$ cat src/pspm_pkg.sv
// Package for the per-source packet monitor: item, result and table entry types,
// protocol constants and saturating arithmetic helpers.
// No dependencies.
`default_nettype none

package pspm_pkg;

  // One input item: a parsed packet summary.
  typedef struct packed {
    logic        eth_header_fits;
    logic [15:0] eth_type;
    logic        ip_header_fits;
    logic [31:0] src_addr;
    logic [7:0]  ip_protocol;
    logic        l4_header_fits;
    logic [15:0] dst_port;
    logic [15:0] frame_len;
    logic [63:0] time_ns;
  } item_t;

  // One result item: verdict and the counters of the source.
  typedef struct packed {
    logic        verdict;
    logic        tracked;
    logic [63:0] src_bytes;
    logic [63:0] talker_bytes;
    logic [15:0] src_packets;
    logic [63:0] latency_ns;
    logic [63:0] jitter_ns;
    logic [31:0] web_count;
    logic [31:0] dns_count;
    logic [31:0] drop_count;
    logic [63:0] proto_bytes;
  } result_t;

  // One entry of the source table.
  typedef struct packed {
    logic        valid;
    logic [31:0] key;
    logic [63:0] bytes;
    logic [63:0] talker_bytes;
    logic [15:0] packets;
    logic [63:0] last_time;
    logic [63:0] last_latency;
    logic        has_latency;
    logic [31:0] web;
    logic [31:0] dns;
    logic [31:0] drops;
    logic        blocked;
  } entry_t;

  localparam logic [15:0] ETHERTYPE_IPV4  = 16'h0800;
  localparam logic [7:0]  PROTO_TCP       = 8'd6;
  localparam logic [7:0]  PROTO_UDP       = 8'd17;
  localparam logic [15:0] PORT_HTTP       = 16'd80;
  localparam logic [15:0] PORT_HTTPS      = 16'd443;
  localparam logic [15:0] PORT_DNS        = 16'd53;
  localparam logic [15:0] THRESHOLD_RESET = 16'd10;
  localparam logic [31:0] HASH_MULT       = 32'h9E37_79B1;
  localparam int unsigned NUM_PROTOCOLS   = 256;

  // Sum that sticks at the top of 64 bits.
  function automatic logic [63:0] add_sat64(input logic [63:0] a, input logic [63:0] b);
    logic [64:0] s;
    s = {1'b0, a} + {1'b0, b};
    return s[64] ? {64{1'b1}} : s[63:0];
  endfunction

  // Increment that sticks at the top of 32 bits.
  function automatic logic [31:0] inc_sat32(input logic [31:0] a);
    return (a == {32{1'b1}}) ? a : a + 32'd1;
  endfunction

endpackage

`default_nettype wire

$ cat src/pspm_hash.sv
// Bucket index unit: multiplicative hash of the source address, then the
// remainder by the bucket count (a mask, or a reciprocal multiplication otherwise).
// Depends on pspm_pkg.
`default_nettype none

module pspm_hash #(
  parameter int unsigned NUM_BUCKETS = 512,
  parameter int unsigned BKW         = 9
) (
  input  wire logic            clk_i,
  input  wire logic            rst_ni,
  input  wire logic            start_i,
  input  wire logic [31:0]     key_i,
  output logic                 done_o,
  output logic [BKW-1:0]       bucket_o
);

  localparam bit              POW2  = ((NUM_BUCKETS & (NUM_BUCKETS - 1)) == 0);
  // Rounded-up reciprocal, which gives the exact quotient of any 16-bit hash.
  localparam int unsigned     SHIFT = 16 + $clog2(NUM_BUCKETS);
  localparam longint unsigned RECIP = ((64'd1 << SHIFT) + 64'(NUM_BUCKETS) - 64'd1) /
                                      64'(NUM_BUCKETS);

  logic            run_q, run_d;
  logic            done_q, done_d;
  logic            stage_q, stage_d;
  logic [15:0]     h_q, h_d;
  logic [15:0]     quot_q, quot_d;
  logic [BKW-1:0]  bucket_q, bucket_d;
  logic [31:0]     prod;
  logic [33:0]     qprod;
  logic [31:0]     rem;

  // The hash keeps the upper half of the low product word.
  assign prod = key_i * pspm_pkg::HASH_MULT;

  // Quotient by reciprocal multiplication; the remainder is formed from the registered quotient.
  assign qprod = {18'd0, h_q} * 34'(RECIP);
  assign rem   = {16'd0, h_q} - (32'(quot_q) * 32'(NUM_BUCKETS));

  always_comb begin
    run_d    = run_q;
    done_d   = 1'b0;
    stage_d  = stage_q;
    h_d      = h_q;
    quot_d   = quot_q;
    bucket_d = bucket_q;
    if (start_i) begin
      run_d   = 1'b1;
      h_d     = prod[31:16];
      stage_d = 1'b0;
    end else if (run_q) begin
      if (POW2) begin
        bucket_d = h_q[BKW-1:0] & BKW'(NUM_BUCKETS - 1);
        done_d   = 1'b1;
        run_d    = 1'b0;
      end else if (!stage_q) begin
        quot_d  = 16'(qprod >> SHIFT);
        stage_d = 1'b1;
      end else begin
        bucket_d = rem[BKW-1:0];
        done_d   = 1'b1;
        run_d    = 1'b0;
      end
    end
  end

  always_ff @(posedge clk_i or negedge rst_ni) begin
    if (!rst_ni) begin
      run_q  <= 1'b0;
      done_q <= 1'b0;
    end else begin
      run_q  <= run_d;
      done_q <= done_d;
    end
  end

  always_ff @(posedge clk_i) begin
    stage_q  <= stage_d;
    h_q      <= h_d;
    quot_q   <= quot_d;
    bucket_q <= bucket_d;
  end

  assign done_o   = done_q;
  assign bucket_o = bucket_q;

`ifndef SYNTHESIS
  // A finished index always follows a running computation.
  assert property (@(posedge clk_i) disable iff (!rst_ni) done_q |-> $past(run_q))
    else $error("bucket index done without a computation");
  // The index never leaves the table.
  assert property (@(posedge clk_i) disable iff (!rst_ni)
                   done_q |-> (32'(bucket_q) < NUM_BUCKETS))
    else $error("bucket index out of range");
  // A new computation is not started on top of a running one.
  assert property (@(posedge clk_i) disable iff (!rst_ni) run_q && !done_d |-> !start_i)
    else $error("hash restarted while running");
`endif

endmodule

`default_nettype wire

$ cat config.mk
export PLATFORM = sky130hd
export DESIGN_NAME = pspm_hash
export DESIGN_NICKNAME = d
export VERILOG_FILES = /design/src/pspm_pkg.sv /design/src/pspm_hash.sv
export SDC_FILE = /design/constraint.sdc
export NUM_CORES = 1
export LEC_CHECK = 0
export ABC_AREA = 1
export BUFFER_PORTS_ARGS = -buffer_cell sky130_fd_sc_hd__buf_2
export CELL_PAD_IN_SITES_DETAIL_PLACEMENT = 1
export CELL_PAD_IN_SITES_GLOBAL_PLACEMENT = 1
export CORE_MARGIN = 1
export CORE_UTILIZATION = 53
export DETAILED_ROUTE_END_ITERATION = 8
export PLACE_DENSITY = 0.95
export SLEW_MARGIN = 5
export SYNTH_ARGS = -nofsm -noshare
export SYNTH_HDL_FRONTEND = slang
export SYNTH_SLANG_ARGS = --single-unit
$ cat constraint.sdc
create_clock -name clk_i -period 2.8 [get_ports clk_i]
set_clock_uncertainty 0.2 [all_clocks]
set_input_delay 0.14 -clock clk_i [delete_from_list [all_inputs] [get_ports clk_i]]
set_output_delay 0.14 -clock clk_i [all_outputs]
set_load 0.005 [all_outputs]
==> results of run 1 <==
[logic make-up after synthesis]
logic type,Yosys count
DFF,20
buffers and inverters,221
and+or+nand+nor,147
adders and majority gates,228
xor gates and xnor gates,19
AOI/OAI and AO/OA,37
[cells in the mapped netlist (3+ instances only)]
cell,number
nand3_1,26
nor2_2,3
nor2_1,14
nand2_1,92
ha_1,128
edfxtp_1,18
a21oi_1,22
o21ai_0,7
nand2_2,5
a21o_1,3
inv_1,218
nand4_1,3
xor2_1,15
xnor2_1,3
fa_1,100
[through the flow]
| step | cell area (um^2) | hold WS, ns | TNS (ns) |
|---|---|---|---|
| 2_1_floorplan | 6360 | -0.356 | -16.71 |
| 3_3_place_gp | 7450 | -0.276 | -20.99 |
| 3_5_place_dp | 7450 | -0.272 | -24.31 |
==> impl_metrics.tcl, run 1 <==
set metrics [dict create \
    ys_warn_count 0 \
    dpl_worst_slack_ns -2.90 \
    numClockSinks 20 \
    yosys.area_share.adder_pct 59.7 \
    synth_compound_area_share_pct 3.36 \
    numCtsBuffers 3 \
    synthMuxAreaShare_pct 0 \
    placedCellCount 947 \
    die_w_um 109 \
    htree_levels 1 \
    first-error "[ERROR DPL-0033] detailed placement checks failed during check placement." \
    synth_simple_gate_area_share_pct 10.4 \
    yosys_most_used_dff "edfxtp_1" \
    cts_setup_buffers 11 \
    netlist_top_cells_area "fa_1 33%, ha_1 27%, inv_1 14%, edfxtp_1 9.0%, nand2_1 5.7%" \
    initial_core_util_pct 55.0 \
    synth.top_cell.area_share_pct 33.2 \
    yosys.area.top_type "fa_1" \
    ios 45 \
    outcome "aborted with a tool error" \
    netlist_instances 672 \
    syn_avg_cell_area_um2 8.98 \
    die_y_um 109 \
    cts_hold_buf 3 \
    cts_buffer_depth 2 \
    ys_seq_area_share_pct 9.78 \
    std_cell_rows 38 \
    synth_cell_type_count 29 \
    cts-resized-gates 103 \
    synth-xor-area-share_pct 2.88 \
    synth_area_um2 6040 \
    async_flop_share_pct 10.0 \
    cts_root_buf "clkbuf_16" \
    failing_step "clock tree synthesis" \
    yosys_register_bits 20 \
    synth_nets 935 \
    synth_top_family_by_area "adder cells" \
    gp_congestion 1.03 \
    synth_edf_count 18 \
    portBuffers 37 \
    hpwlAfterDp_mm 21.5 \
]
==> inputs of run 2 (changes only) <==
--- a/config.mk
+++ b/config.mk
@@ -7,12 +7,10 @@
 export LEC_CHECK = 0
 export ABC_AREA = 1
 export BUFFER_PORTS_ARGS = -buffer_cell sky130_fd_sc_hd__buf_2
-export CELL_PAD_IN_SITES_DETAIL_PLACEMENT = 1
-export CELL_PAD_IN_SITES_GLOBAL_PLACEMENT = 1
 export CORE_MARGIN = 1
-export CORE_UTILIZATION = 53
+export CORE_UTILIZATION = 40
 export DETAILED_ROUTE_END_ITERATION = 8
-export PLACE_DENSITY = 0.95
+export PLACE_DENSITY_LB_ADDON = 0.15
 export SLEW_MARGIN = 5
 export SYNTH_ARGS = -nofsm -noshare
 export SYNTH_HDL_FRONTEND = slang
==> impl_metrics.tcl, run 2 <==
set metrics [dict create \
    outcome "finished, violations left" \
    failed_checks "DRC, setup timing" \
    max_freq_ghz 0.200 \
    synth_area_um2 6040 \
    hpwlAfterDp_mm 14.2 \
    path_max_fanout 5 \
    maxCapViolCount 0 \
    setup_tns_ns -18.00 \
    hold_viol 0 \
    antenna_found_initial 0 \
    slew_headroom_pct 52.8 \
    crit_arrival_ns 4.80 \
    start_kind "primary input" \
    drc 3 \
    setup-violations-final 9 \
    async_flop_share_pct 10.0 \
    period_share_pct 178 \
    r2r-start "run_q$_DFF_PN0_" \
    rsz0062_at_grt "true" \
    numCtsBuffers 3 \
    min_to "bucket_o[5]$_DFFE_PP_" \
    grt_usage_pct 21.4 \
    insertion_delay_ns 0.25 \
    initial_core_util_pct 41.2 \
    reg2regPathDepth 2 \
    via_per_inst 4.61 \
    cts_buffer_depth 2 \
    grt_pass1_wl_mm 25.7 \
    synth_edf_count 18 \
    core-area_um2 14600 \
    final_core_util_pct 56.2 \
    cts_root_buf "clkbuf_16" \
    cp-end-kind "register" \
    critical_path_class "primary input to register" \
    r2r_slack_ns 1.34 \
    worst_pin_slew_ns 0.705 \
    hold_class "register to register" \
    fin_crit_ns 4.99 \
    ant_nets 0 \
    netlist_instances 672 \
    cp.required_ns 2.60 \
    syn_avg_cell_area_um2 8.98 \
    area.growth.synth_to_final_pct 36.2 \
    die_w_um 125 \
    nets 1097 \
    gp_congestion 0.865 \
    die_area_um2 15600 \
    first_pass_iters 9 \
    yosysMostFrequentCell "inv_1" \
    wl_mm 15.5 \
    die_y_um 125 \
    wl_per_cell_um 15.2 \
    worstHoldStart "h_q[5]$_DFFE_PP_" \
    mostFrequentLayoutCell "inv_1" \
    std_cell_rows 44 \
    synth_nets 935 \
    grt_start_max_net_pins 12 \
    grt_pass1_vias 5233 \
    ios 45 \
    fin_ws_ns -2.19 \
    yosys_register_bits 20 \
    hold_path_depth 0 \
    synth_cell_type_count 29 \
    drive_gt1_share_pct 33.7 \
    numClockSinks 20 \
    layout_common_cells "196 x inv_1, 114 x buf_4, 89 x fa_1, 87 x ha_1, 83 x nand2_1" \
    clkTransAtPathRegs_ns 0.05 \
    drv_slew 0 \
    synth_common_cells "218 x inv_1, 128 x ha_1, 100 x fa_1" \
    portBuffers 37 \
    r2r-end "bucket_o[7]$_DFFE_PP_" \
    vias 4685 \
    htree_levels 1 \
    ys_warn_count 0 \
    startpoint "key_i[3]" \
    overflow 0 \
    synth.top_cell.area_share_pct 33.2 \
    yosys.area.top_type "fa_1" \
    yosys_most_used_dff "edfxtp_1" \
    netlist_top_cells_area "fa_1 33%, ha_1 27%, inv_1 14%, edfxtp_1 9.0%, nand2_1 5.7%" \
    drt-initial-drc-count 127 \
    ys_seq_area_share_pct 9.78 \
    cts_tree "yes" \
    diodes 0 \
]
-- run 2: cell counts after synthesis --
Identical to the previous run, type by type.
-- run 2: cell families after synthesis --
kind of cell,share of synthesized area (%)
buffers and inverters,13.9
adders and majority gates,59.7
and+or+nand+nor,10.4
AOI/OAI and AO/OA,3.36
DFF,9.78
xor gates and xnor gates,2.88
-- run 2: per-layer routing --
layer  global-route usage, %  vias to the layer above  routed length (um)
met5                       0                        -                   0
met4                    5.45                        0                 380
met3                   0.644                       23                 245
met2                    41.4                       65                8150
met1                    25.9                     2255                6700
li1                        -                     2342                   -
-- run 2: final cells by class --
class / instances / area (um^2)
timing repair buffer: 158 / 1200
fill: 1294 / 6420
clock buffer: 4 / 88.8
multi-input combinational: 431 / 5290
tap: 184 / 230
inverter: 220 / 828
sequential: 20 / 591
-- run 2: worst max path at each step --
stage | endpoint | slack, ns | depth (start not counted)
finish | h_q[8]$_DFFE_PP_ | -2.19 | 22
global route | h_q[8]$_DFFE_PP_ | -2.40 | 23
CTS | h_q[8]$_DFFE_PP_ | -2.18 | 21
detailed placement | h_q[8]$_DFFE_PP_ | -2.65 | 19
global placement | h_q[8]$_DFFE_PP_ | -2.58 | 19
floorplan | h_q[8]$_DFFE_PP_ | -2.23 | 18
-- run 2: repair_timing --
item                                    4_1_cts  5_1_grt
gates resized for setup                      57       42
pin swaps                                    53       41
hold buffers                                  3        0
setup buffers                                 9        0
hold endpoints to repair                      3        0
endpoints found under the setup margin        9        9
-- run 2: metrics by stage --
step	std cells	setup WS, ns	hold slack, ns	cell area [um^2]
after floorplan	672	-2.23	-0.356	6360
after global placement	1002	-2.58	-0.277	7600
after detailed placement	1002	-2.65	-0.275	7600
after CTS	1018	-2.18	0.218	8050
after global routing	1017	-2.40	0.224	8230
final	1017	-2.19	0.216	8230
-- run 2: critical path, cell delays in order --
cell and delay, ns:
buf_2 0.10, buf_4 0.17, fa_1 0.51, ha_1 0.15
inv_1 0.05, fa_1 0.47, fa_2 0.57, inv_1 0.06
fa_2 0.48, fa_1 0.51, inv_1 0.05, fa_1 0.49
inv_2 0.05, ha_4 0.29, nand4_1 0.10, inv_1 0.08
nand2_1 0.06, or2_1 0.24, nand3_2 0.07, inv_1 0.04
nand3_1 0.07, nand2_1 0.06
Power of run 2 is left out: the tool's default activity adds up to more than one toggle a clock period on the data nets, which glitch-free logic cannot reach.
